## src/lnsc_pkg.sv

```systemverilog
// ----------------------------------------------------------------------------
// lnsc_pkg
// Types, item codes and register constants of the noise channel.
// ----------------------------------------------------------------------------
package lnsc_pkg;

    // item kinds
    localparam logic [2:0] KIND_WRITE    = 3'd0;
    localparam logic [2:0] KIND_READ     = 3'd1;
    localparam logic [2:0] KIND_TICK     = 3'd2;
    localparam logic [2:0] KIND_LENGTH   = 3'd3;
    localparam logic [2:0] KIND_ENVELOPE = 3'd4;
    localparam logic [2:0] KIND_POWEROFF = 3'd5;

    // register indexes
    localparam logic [2:0] REG_SWEEP = 3'd0;
    localparam logic [2:0] REG_LEN   = 3'd1;
    localparam logic [2:0] REG_ENV   = 3'd2;
    localparam logic [2:0] REG_FREQ  = 3'd3;
    localparam logic [2:0] REG_CTRL  = 3'd4;

    localparam logic [14:0] LFSR_ALL_ONES = 15'h7FFF;
    localparam logic [6:0]  LENGTH_FULL   = 7'd64;
    localparam logic [3:0]  VOLUME_MAX    = 4'hF;
    localparam logic [3:0]  SHIFT_STOP    = 4'd14;
    localparam logic [7:0]  BUS_FLOAT     = 8'hFF;

    typedef struct packed {
        logic [2:0] kind;
        logic [2:0] reg_index;
        logic [7:0] write_data;
    } lnsc_cmd_t;

    typedef struct packed {
        logic [7:0] read_data;
        logic [3:0] sample_out;
        logic       channel_on;
    } lnsc_res_t;

    // unused register bits read back as ones
    function automatic logic [7:0] open_bus(input logic [2:0] idx);
        logic [7:0] mask;
        unique case (idx)
            REG_SWEEP: mask = 8'hFF;
            REG_LEN:   mask = 8'hFF;
            REG_ENV:   mask = 8'h00;
            REG_FREQ:  mask = 8'h00;
            REG_CTRL:  mask = 8'hBF;
            default:   mask = BUS_FLOAT;
        endcase
        return mask;
    endfunction

endpackage

```

## src/lnsc_channels.sv

```systemverilog
// ----------------------------------------------------------------------------
// lnsc_channels
// Valid/ready channels for command items and result items.
// ----------------------------------------------------------------------------
interface lnsc_cmd_if;
    logic       valid;
    logic       ready;
    logic [2:0] kind;
    logic [2:0] reg_index;
    logic [7:0] write_data;

    modport source (output valid, output kind, output reg_index, output write_data,
                    input ready);
    modport sink   (input valid, input kind, input reg_index, input write_data,
                    output ready);
endinterface

interface lnsc_res_if;
    logic       valid;
    logic       ready;
    logic [7:0] read_data;
    logic [3:0] sample_out;
    logic       channel_on;

    modport source (output valid, output read_data, output sample_out,
                    output channel_on, input ready);
    modport sink   (input valid, input read_data, input sample_out,
                    input channel_on, output ready);
endinterface

```

## src/lnsc_in_stage.sv

```systemverilog
// ----------------------------------------------------------------------------
// lnsc_in_stage
// Input register: captures one command item and holds it until it is used.
// ----------------------------------------------------------------------------
module lnsc_in_stage (
    input  logic              clk,
    input  logic              rst_n,
    lnsc_cmd_if.sink          cmd,
    input  logic              advance,
    output lnsc_pkg::lnsc_cmd_t item,
    output logic              item_valid
);

    logic                valid_reg;
    logic                valid_next;
    lnsc_pkg::lnsc_cmd_t item_reg;
    logic                take;

    assign cmd.ready  = !valid_reg || advance;
    assign take       = cmd.valid && cmd.ready;
    assign valid_next = take ? 1'b1 : (advance ? 1'b0 : valid_reg);

    always_ff @(posedge clk or negedge rst_n)
    begin
        if (!rst_n)
        begin
            valid_reg <= 1'b0;
        end
        else
        begin
            valid_reg <= valid_next;
        end
    end

    always_ff @(posedge clk)
    begin
        if (take)
        begin
            item_reg.kind       <= cmd.kind;
            item_reg.reg_index  <= cmd.reg_index;
            item_reg.write_data <= cmd.write_data;
        end
    end

    assign item       = item_reg;
    assign item_valid = valid_reg;

endmodule

```

## src/lnsc_core.sv

```systemverilog
// ----------------------------------------------------------------------------
// lnsc_core
// Channel state and its combinational next-state update for one item.
// ----------------------------------------------------------------------------
module lnsc_core (
    input  logic              clk,
    input  logic              rst_n,
    input  lnsc_pkg::lnsc_cmd_t item,
    input  logic              advance,
    output lnsc_pkg::lnsc_res_t result
);

    logic [14:0] lfsr_reg,      lfsr_next;
    logic [19:0] timer_reg,     timer_next;
    logic [3:0]  shift_reg,     shift_next;
    logic [2:0]  divisor_reg,   divisor_next;
    logic        short_reg,     short_next;
    logic [6:0]  length_reg,    length_next;
    logic        len_on_reg,    len_on_next;
    logic        enabled_reg,   enabled_next;
    logic [3:0]  volume_reg,    volume_next;
    logic [3:0]  start_vol_reg, start_vol_next;
    logic        rising_reg,    rising_next;
    logic [2:0]  env_per_reg,   env_per_next;
    logic [2:0]  env_cnt_reg,   env_cnt_next;
    logic [3:0]  level_reg,     level_next;

    logic [6:0]  base;
    logic [19:0] period;
    logic [14:0] lfsr_step;
    logic        feedback;
    logic [7:0]  rd_value;
    logic [7:0]  rd_data;
    logic [7:0]  wd;

    assign wd = item.write_data;

    // period truncates to the timer width at large shifts
    assign base   = (divisor_reg == 3'd0) ? 7'd8 : {divisor_reg, 4'b0000};
    assign period = {13'd0, base} << shift_reg;

    assign feedback  = lfsr_reg[0] ^ lfsr_reg[1];
    always_comb
    begin
        lfsr_step = {feedback, lfsr_reg[14:1]};
        if (short_reg)
        begin
            lfsr_step[6] = feedback;
        end
    end

    always_comb
    begin
        unique case (item.reg_index)
            lnsc_pkg::REG_ENV:  rd_value = {start_vol_reg, rising_reg, env_per_reg};
            lnsc_pkg::REG_FREQ: rd_value = {shift_reg, short_reg, divisor_reg};
            lnsc_pkg::REG_CTRL: rd_value = {1'b0, len_on_reg, 6'd0};
            default:            rd_value = 8'h00;
        endcase
        rd_data = rd_value | lnsc_pkg::open_bus(item.reg_index);
    end

    always_comb
    begin
        lfsr_next      = lfsr_reg;
        timer_next     = timer_reg;
        shift_next     = shift_reg;
        divisor_next   = divisor_reg;
        short_next     = short_reg;
        length_next    = length_reg;
        len_on_next    = len_on_reg;
        enabled_next   = enabled_reg;
        volume_next    = volume_reg;
        start_vol_next = start_vol_reg;
        rising_next    = rising_reg;
        env_per_next   = env_per_reg;
        env_cnt_next   = env_cnt_reg;
        level_next     = level_reg;

        unique case (item.kind)
            lnsc_pkg::KIND_WRITE:
            begin
                unique case (item.reg_index)
                    lnsc_pkg::REG_LEN:
                    begin
                        length_next = lnsc_pkg::LENGTH_FULL - {1'b0, wd[5:0]};
                    end
                    lnsc_pkg::REG_ENV:
                    begin
                        env_per_next   = wd[2:0];
                        rising_next    = wd[3];
                        start_vol_next = wd[7:4];
                        if (wd[7:3] == 5'd0)
                        begin
                            enabled_next = 1'b0;
                        end
                    end
                    lnsc_pkg::REG_FREQ:
                    begin
                        shift_next   = wd[7:4];
                        short_next   = wd[3];
                        divisor_next = wd[2:0];
                    end
                    lnsc_pkg::REG_CTRL:
                    begin
                        if (wd[7])
                        begin
                            enabled_next = rising_reg || (start_vol_reg != 4'd0);
                            timer_next   = period;
                            lfsr_next    = lnsc_pkg::LFSR_ALL_ONES;
                            if (length_reg == 7'd0)
                            begin
                                length_next = lnsc_pkg::LENGTH_FULL;
                            end
                            env_cnt_next = env_per_reg;
                            volume_next  = start_vol_reg;
                        end
                        len_on_next = wd[6];
                    end
                    default:
                    begin
                    end
                endcase
            end
            lnsc_pkg::KIND_TICK:
            begin
                if (shift_reg < lnsc_pkg::SHIFT_STOP)
                begin
                    level_next = (enabled_reg && !lfsr_reg[0]) ? volume_reg : 4'd0;
                    if (timer_reg == 20'd0)
                    begin
                        timer_next = period;
                    end
                    else if (timer_reg == 20'd1)
                    begin
                        timer_next = period;
                        lfsr_next  = lfsr_step;
                    end
                    else
                    begin
                        timer_next = timer_reg - 20'd1;
                    end
                end
            end
            lnsc_pkg::KIND_LENGTH:
            begin
                if (len_on_reg && (length_reg != 7'd0))
                begin
                    length_next = length_reg - 7'd1;
                    if (length_reg == 7'd1)
                    begin
                        enabled_next = 1'b0;
                    end
                end
            end
            lnsc_pkg::KIND_ENVELOPE:
            begin
                if (env_cnt_reg != 3'd0)
                begin
                    env_cnt_next = env_cnt_reg - 3'd1;
                    if (env_cnt_reg == 3'd1)
                    begin
                        if (rising_reg && (volume_reg < lnsc_pkg::VOLUME_MAX))
                        begin
                            volume_next = volume_reg + 4'd1;
                        end
                        else if (!rising_reg && (volume_reg != 4'd0))
                        begin
                            volume_next = volume_reg - 4'd1;
                        end
                        env_cnt_next = env_per_reg;
                    end
                end
            end
            lnsc_pkg::KIND_POWEROFF:
            begin
                // length counter survives power-off
                lfsr_next      = 15'd0;
                timer_next     = 20'd0;
                shift_next     = 4'd0;
                divisor_next   = 3'd0;
                short_next     = 1'b0;
                len_on_next    = 1'b0;
                enabled_next   = 1'b0;
                volume_next    = 4'd0;
                start_vol_next = 4'd0;
                rising_next    = 1'b0;
                env_per_next   = 3'd0;
                env_cnt_next   = 3'd0;
                level_next     = 4'd0;
            end
            default:
            begin
            end
        endcase
    end

    always_ff @(posedge clk or negedge rst_n)
    begin
        if (!rst_n)
        begin
            lfsr_reg      <= '0;
            timer_reg     <= '0;
            shift_reg     <= '0;
            divisor_reg   <= '0;
            short_reg     <= 1'b0;
            length_reg    <= '0;
            len_on_reg    <= 1'b0;
            enabled_reg   <= 1'b0;
            volume_reg    <= '0;
            start_vol_reg <= '0;
            rising_reg    <= 1'b0;
            env_per_reg   <= '0;
            env_cnt_reg   <= '0;
            level_reg     <= '0;
        end
        else if (advance)
        begin
            lfsr_reg      <= lfsr_next;
            timer_reg     <= timer_next;
            shift_reg     <= shift_next;
            divisor_reg   <= divisor_next;
            short_reg     <= short_next;
            length_reg    <= length_next;
            len_on_reg    <= len_on_next;
            enabled_reg   <= enabled_next;
            volume_reg    <= volume_next;
            start_vol_reg <= start_vol_next;
            rising_reg    <= rising_next;
            env_per_reg   <= env_per_next;
            env_cnt_reg   <= env_cnt_next;
            level_reg     <= level_next;
        end
    end

    assign result.read_data  = (item.kind == lnsc_pkg::KIND_READ) ? rd_data : 8'h00;
    assign result.sample_out = level_next;
    assign result.channel_on = enabled_next;

endmodule

```

## src/lfsr_noise_sound_channel_unit.sv

```systemverilog
// ----------------------------------------------------------------------------
// lfsr_noise_sound_channel_unit: noise channel, one item per cycle while the result is not stalled, every kind.
// Items pass the input register, then the state update into the result register.
// Reset (async, rst_n low) clears all channel state; length counter holds 0.
// ----------------------------------------------------------------------------
module lfsr_noise_sound_channel_unit (
    input  logic       clk,
    input  logic       rst_n,
    lnsc_cmd_if.sink   cmd,
    lnsc_res_if.source res
);

    lnsc_pkg::lnsc_cmd_t item;
    logic                item_valid;
    logic                advance;
    lnsc_pkg::lnsc_res_t result;
    lnsc_pkg::lnsc_res_t out_reg;
    logic                out_valid_reg;
    logic                out_valid_next;

    // item moves on when the result register is free or being drained
    assign advance = item_valid && (!out_valid_reg || res.ready);

    lnsc_in_stage u_in_stage (
        .clk        (clk),
        .rst_n      (rst_n),
        .cmd        (cmd),
        .advance    (advance),
        .item       (item),
        .item_valid (item_valid)
    );

    lnsc_core u_core (
        .clk     (clk),
        .rst_n   (rst_n),
        .item    (item),
        .advance (advance),
        .result  (result)
    );

    assign out_valid_next = advance ? 1'b1 : (res.ready ? 1'b0 : out_valid_reg);

    always_ff @(posedge clk or negedge rst_n)
    begin
        if (!rst_n)
        begin
            out_valid_reg <= 1'b0;
        end
        else
        begin
            out_valid_reg <= out_valid_next;
        end
    end

    always_ff @(posedge clk)
    begin
        if (advance)
        begin
            out_reg <= result;
        end
    end

    assign res.valid      = out_valid_reg;
    assign res.read_data  = out_reg.read_data;
    assign res.sample_out = out_reg.sample_out;
    assign res.channel_on = out_reg.channel_on;

endmodule

```

## src/flat_wrapper.sv

```systemverilog
// flat-port wrapper written by rule: the top's interface ports become plain ports
module lfsr_noise_sound_channel_unit_flat 
  (clk, rst_n, cmd_valid, cmd_kind, cmd_reg_index, cmd_write_data, cmd_ready, res_valid, res_read_data, res_sample_out, res_channel_on, res_ready);
  lnsc_cmd_if cmd_i ();
  lnsc_res_if res_i ();
  input  logic clk;
  input  logic rst_n;
  input wire logic [$bits(cmd_i.valid)-1:0] cmd_valid;
  input wire logic [$bits(cmd_i.kind)-1:0] cmd_kind;
  input wire logic [$bits(cmd_i.reg_index)-1:0] cmd_reg_index;
  input wire logic [$bits(cmd_i.write_data)-1:0] cmd_write_data;
  output wire logic [$bits(cmd_i.ready)-1:0] cmd_ready;
  output wire logic [$bits(res_i.valid)-1:0] res_valid;
  output wire logic [$bits(res_i.read_data)-1:0] res_read_data;
  output wire logic [$bits(res_i.sample_out)-1:0] res_sample_out;
  output wire logic [$bits(res_i.channel_on)-1:0] res_channel_on;
  input wire logic [$bits(res_i.ready)-1:0] res_ready;
  assign cmd_i.valid = cmd_valid;
  assign cmd_i.kind = cmd_kind;
  assign cmd_i.reg_index = cmd_reg_index;
  assign cmd_i.write_data = cmd_write_data;
  assign cmd_ready = cmd_i.ready;
  assign res_valid = res_i.valid;
  assign res_read_data = res_i.read_data;
  assign res_sample_out = res_i.sample_out;
  assign res_channel_on = res_i.channel_on;
  assign res_i.ready = res_ready;
  lfsr_noise_sound_channel_unit u_core (.clk(clk), .rst_n(rst_n), .cmd(cmd_i), .res(res_i));
endmodule
```

## config.mk

```make
export PLATFORM = sky130hd
export DESIGN_NAME = lfsr_noise_sound_channel_unit_flat
export DESIGN_NICKNAME = d
export VERILOG_FILES = /design/src/lnsc_pkg.sv /design/src/lnsc_channels.sv /design/src/lnsc_in_stage.sv /design/src/lnsc_core.sv /design/src/lfsr_noise_sound_channel_unit.sv /design/src/flat_wrapper.sv
export SDC_FILE = /design/constraint.sdc
export NUM_CORES = 1
export LEC_CHECK = 0
export BUFFER_PORTS_ARGS = -buffer_cell sky130_fd_sc_hd__buf_4
export CORE_MARGIN = 2
export CORE_UTILIZATION = 57
export DETAILED_ROUTE_END_ITERATION = 6
export GPL_ROUTABILITY_DRIVEN = 0
export PLACE_DENSITY_LB_ADDON = 0.05
export SYNTH_ARGS = -nofsm -noshare
export SYNTH_HDL_FRONTEND = slang
export SYNTH_SLANG_ARGS = --single-unit
```

## constraint.sdc

```tcl
create_clock -name clk -period 2.3 [get_ports clk]
set_input_delay 0.46 -clock clk [delete_from_list [all_inputs] [get_ports clk]]
set_output_delay 0.46 -clock clk [all_outputs]
set_load 0.01 [all_outputs]
```

==> out/qor.json <==
{
  "run_status": {
    "status": "finished, violations left",
    "violations": "negative hold slack"
  },
  "die": {
    "die_h_microns": 104.0,
    "initial_core_util_pct": 58.55,
    "dieWidth_microns": 104.0,
    "fp.dieArea_sq_um": 10810,
    "placeableCoreArea_sq_um": 9729,
    "num_rows": 36,
    "top_level_ports": 33
  },
  "worst_setup_path": {
    "cp.required_ps": 2580,
    "setup.worst_path.start": "u_core.u_in_stage.item[11]",
    "timing.critical_path.fanout_max": 13,
    "critPathKind": "reg2reg",
    "critical_path_capture_point_type": "flip-flop",
    "rr_startpoint": "u_core.u_in_stage.item[11]",
    "cp_arrival_ps": 2460,
    "setup.worst_path.start_class": "flip-flop"
  },
  "grt": {
    "gr-total-overflow": 0,
    "first_global_vias": 4665,
    "grt_max_degree": 44,
    "global_route.usage.total_pct": 26.95,
    "grt_pass1_wl_mm": 23.27,
    "number_of_antenna_violations_at_the_first_check_in_global_routing": 0
  },
  "clock_tree": {
    "cts.root.buffer_cell": "sky130_fd_sc_hd__clkbuf_8",
    "tritoncts": "done",
    "clock_tree.htree_level_count": 3,
    "cts-root-to-sink-buffers": 2,
    "path_clk_slew_ps": 100,
    "cts_hold_buffers": 0,
    "worst_skew_pair.late_latency_ps": 390,
    "cts_post_setup_buffers_inserted": 0,
    "clkSinkCount": 100,
    "postCtsResizedCells": 0,
    "inserted_clock_buffers": 9
  },
  "place": {
    "port-buffer-count": 32,
    "dp_hpwl_mm": 10.18
  },
  "synth": {
    "synthTopCellsByArea": "sky130_fd_sc_hd__dfrtp_1 32%, sky130_fd_sc_hd__edfxtp_1 14%, sky130_fd_sc_hd__o21ai_0 6.9%",
    "synth_top_family_by_area": "compound AO/OA/AOI/OAI gates",
    "yosysSeqAreaShare_pct": 46.30,
    "synthAdderAreaFrac_pct": 2.767,
    "postSynth.asyncResetShare_pct": 73.00,
    "netlist_instances": 604,
    "ys_ff_latch": 100,
    "average_footprint_of_a_synthesized_cell_sq_um": 9.432,
    "dominantRegCellSynth": "sky130_fd_sc_hd__dfrtp_1",
    "syn_area_sq_um": 5697,
    "mappedNetlistNets": 634,
    "synthDominantAreaCellType": "sky130_fd_sc_hd__dfrtp_1",
    "synthesized_area_fraction_occupied_by_and_or_nand_nor_cells_pct": 20.40,
    "synth_commonest_cells": "78 x sky130_fd_sc_hd__o21ai_0, 73 x sky130_fd_sc_hd__dfrtp_1, 60 x sky130_fd_sc_hd__nand2_1, 40 x sky130_fd_sc_hd__nor2_1, 33 x sky130_fd_sc_hd__a21oi_1",
    "synth-compound-area-share_pct": 20.71,
    "synth_xor_area_share_pct": 1.384,
    "yosys_warnings": 0,
    "synth.area.mux_share_pct": 3.800,
    "yosys.cell_types.count": 71,
    "synth_edf_count": 27,
    "post-synth-top-area-fraction_pct": 32.07,
    "synthMostInstantiatedCell": "sky130_fd_sc_hd__o21ai_0"
  },
  "routing": {
    "routed_vias": 4819,
    "drt-pass1-iter-count": 5,
    "post_drt_via_cell_ratio": 6.147,
    "drcViolationCount": 0,
    "remaining_antenna_violation_count_after_routing": 0,
    "drt_iter0_drc": 337,
    "routedWlPerCell_microns": 17.75,
    "wirelength_mm": 13.92
  },
  "sta": {
    "worst_pin_slew_ps": 565.7,
    "grt_setup_unrepaired": "false",
    "post-route-period-util_pct": 94.77,
    "finalSetupTns_ps": 0,
    "slew_viol_final": 0,
    "holdWs_ps": -3.214,
    "f_max_ghz": 0.4588,
    "fin_worst_skew_ps": 14.02,
    "finalWorstPathRequiredPeriod_ps": 2180,
    "setup-violations-final": 0,
    "slew-limit-headroom_pct": 62.29,
    "timing_hold_violations_final": 4
  },
  "layout": {
    "area.growth.synth_to_final_pct": 12.80,
    "drive_above_1_share_pct": 17.20,
    "layout.nets": 676,
    "largest_reg_flops": 20,
    "insertedDiodeCount": 0
  },
  "power": {
    "power_mw": 6.487,
    "power.leakage_nw": 2.703,
    "powerDensity_nw_per_um2": 1010,
    "irDropWorstVdd_mv": 0.6565
  },
  "worst_hold_path": {
    "hold_path.class": "in2async"
  },
  "flow_run": {
    "max_cap_violations": 0
  }
}
==> report_power, final <==
group	switching, mW	leakage (nW)	total, mW	internal, mW
logic	1.41	1.42	2.52	1.11
clock network	0.633	0.105	1.16	0.527
registers	0.506	1.18	2.81	2.30
total	2.55	2.70	6.49	3.93
==> path summary, 6_finish.rpt <==
path / endpoint / slack [ps] / cells past startpoint
max reg2reg: u_core.u_core.length_reg[4] / 120 / 5
min reg2reg: u_core.u_core.lfsr_reg[10] / 480 / 2
min in group clk: u_core.u_in_stage.item[13] / 250 / 1
max: u_core.u_core.length_reg[4] / 120 / 5
min: u_core.u_core.volume_reg[2] / -3 / 1
max in group asynchronous: u_core.u_core.length_reg[1] / 1710 / 2
==> routing by layer <==
| layer | GRT usage (%) | vias up | wire, microns |
|---|---|---|---|
| met5 | 0 | - | 0 |
| met4 | 8.398 | 0 | 366 |
| met3 | 7.456 | 30 | 843 |
| met2 | 43.47 | 152 | 6574 |
| met1 | 35.53 | 2345 | 6132 |
| li1 | - | 2292 | - |
==> final cells by class <==
class	count	area [sq um]
Clock buffer	13	180.2
Inverter	22	82.58
Clock inverter	3	26.28
Sequential cell	100	2638
Timing Repair Buffer	67	515.5
Tap cell	133	166.4
Fill cell	825	3303
Multi-Input combinational cell	446	2818
==> cells in the final DEF, fill, tap and decap left out, types with 6 or more instances in the layout <==
| cell type | netlist | routed |
|---|---|---|
| sky130_fd_sc_hd__or3_1 | 6 | 6 |
| sky130_fd_sc_hd__ha_1 | 11 | 11 |
| sky130_fd_sc_hd__nand3_1 | 19 | 19 |
| sky130_fd_sc_hd__o21ai_1 | 11 | 11 |
| sky130_fd_sc_hd__nor4_1 | 11 | 11 |
| sky130_fd_sc_hd__mux2i_1 | 16 | 16 |
| sky130_fd_sc_hd__edfxtp_1 | 27 | 27 |
| sky130_fd_sc_hd__a21oi_1 | 33 | 33 |
| sky130_fd_sc_hd__nand2b_1 | 13 | 13 |
| sky130_fd_sc_hd__o21ai_0 | 78 | 78 |
| sky130_fd_sc_hd__clkbuf_8 | 0 | 11 |
| sky130_fd_sc_hd__nor2_1 | 40 | 40 |
| sky130_fd_sc_hd__dfrtp_1 | 73 | 73 |
| sky130_fd_sc_hd__nor3_1 | 17 | 17 |
| sky130_fd_sc_hd__nand4_1 | 7 | 7 |
| sky130_fd_sc_hd__inv_1 | 22 | 22 |
| sky130_fd_sc_hd__a22o_1 | 11 | 11 |
| sky130_fd_sc_hd__nand2_1 | 60 | 60 |
| sky130_fd_sc_hd__nor2b_1 | 6 | 6 |
| sky130_fd_sc_hd__and2_1 | 6 | 6 |
| sky130_fd_sc_hd__o31ai_1 | 8 | 8 |
| sky130_fd_sc_hd__buf_4 | 2 | 66 |
==> cells by family (layout without fill, tap and decap cells) <==
kind of cell               Yosys count  count (layout)
adders and majority gates           12              12
xor gates and xnor gates             9               9
and+or+nand+nor                    218             218
muxes                               20              20
buffers and inverters               58             105
AOI/OAI and AO/OA                  187             187
DFF                                100             100
==> stage by stage <==
| step | util [%] | hold slack (ps) | cell area (sq um) | cells | setup slack [ps] |
|---|---|---|---|---|---|
| final | 66.05 | -3.214 | 6426 | 784 | 120.4 |
| after global placement | 63.70 | 430.1 | 6197 | 768 | 114.0 |
| after detailed placement | 63.70 | 434.4 | 6197 | 768 | 68.18 |
| after floorplan | - | 164.4 | 5697 | 604 | 306.1 |
| after global routing | 66.05 | 11.43 | 6426 | 784 | 8.647 |
| after CTS | 65.82 | 5.258 | 6404 | 784 | 46.47 |
==> critical path, stage by stage, from the launching register on <==
cell and delay (ps):
sky130_fd_sc_hd__edfxtp_1 460, sky130_fd_sc_hd__or3_4 440, sky130_fd_sc_hd__or3_1 360, sky130_fd_sc_hd__a21oi_1 220, sky130_fd_sc_hd__nand2_2 210, sky130_fd_sc_hd__o32a_1 390
No activity file was read; power rests on OpenSTA's default activity.
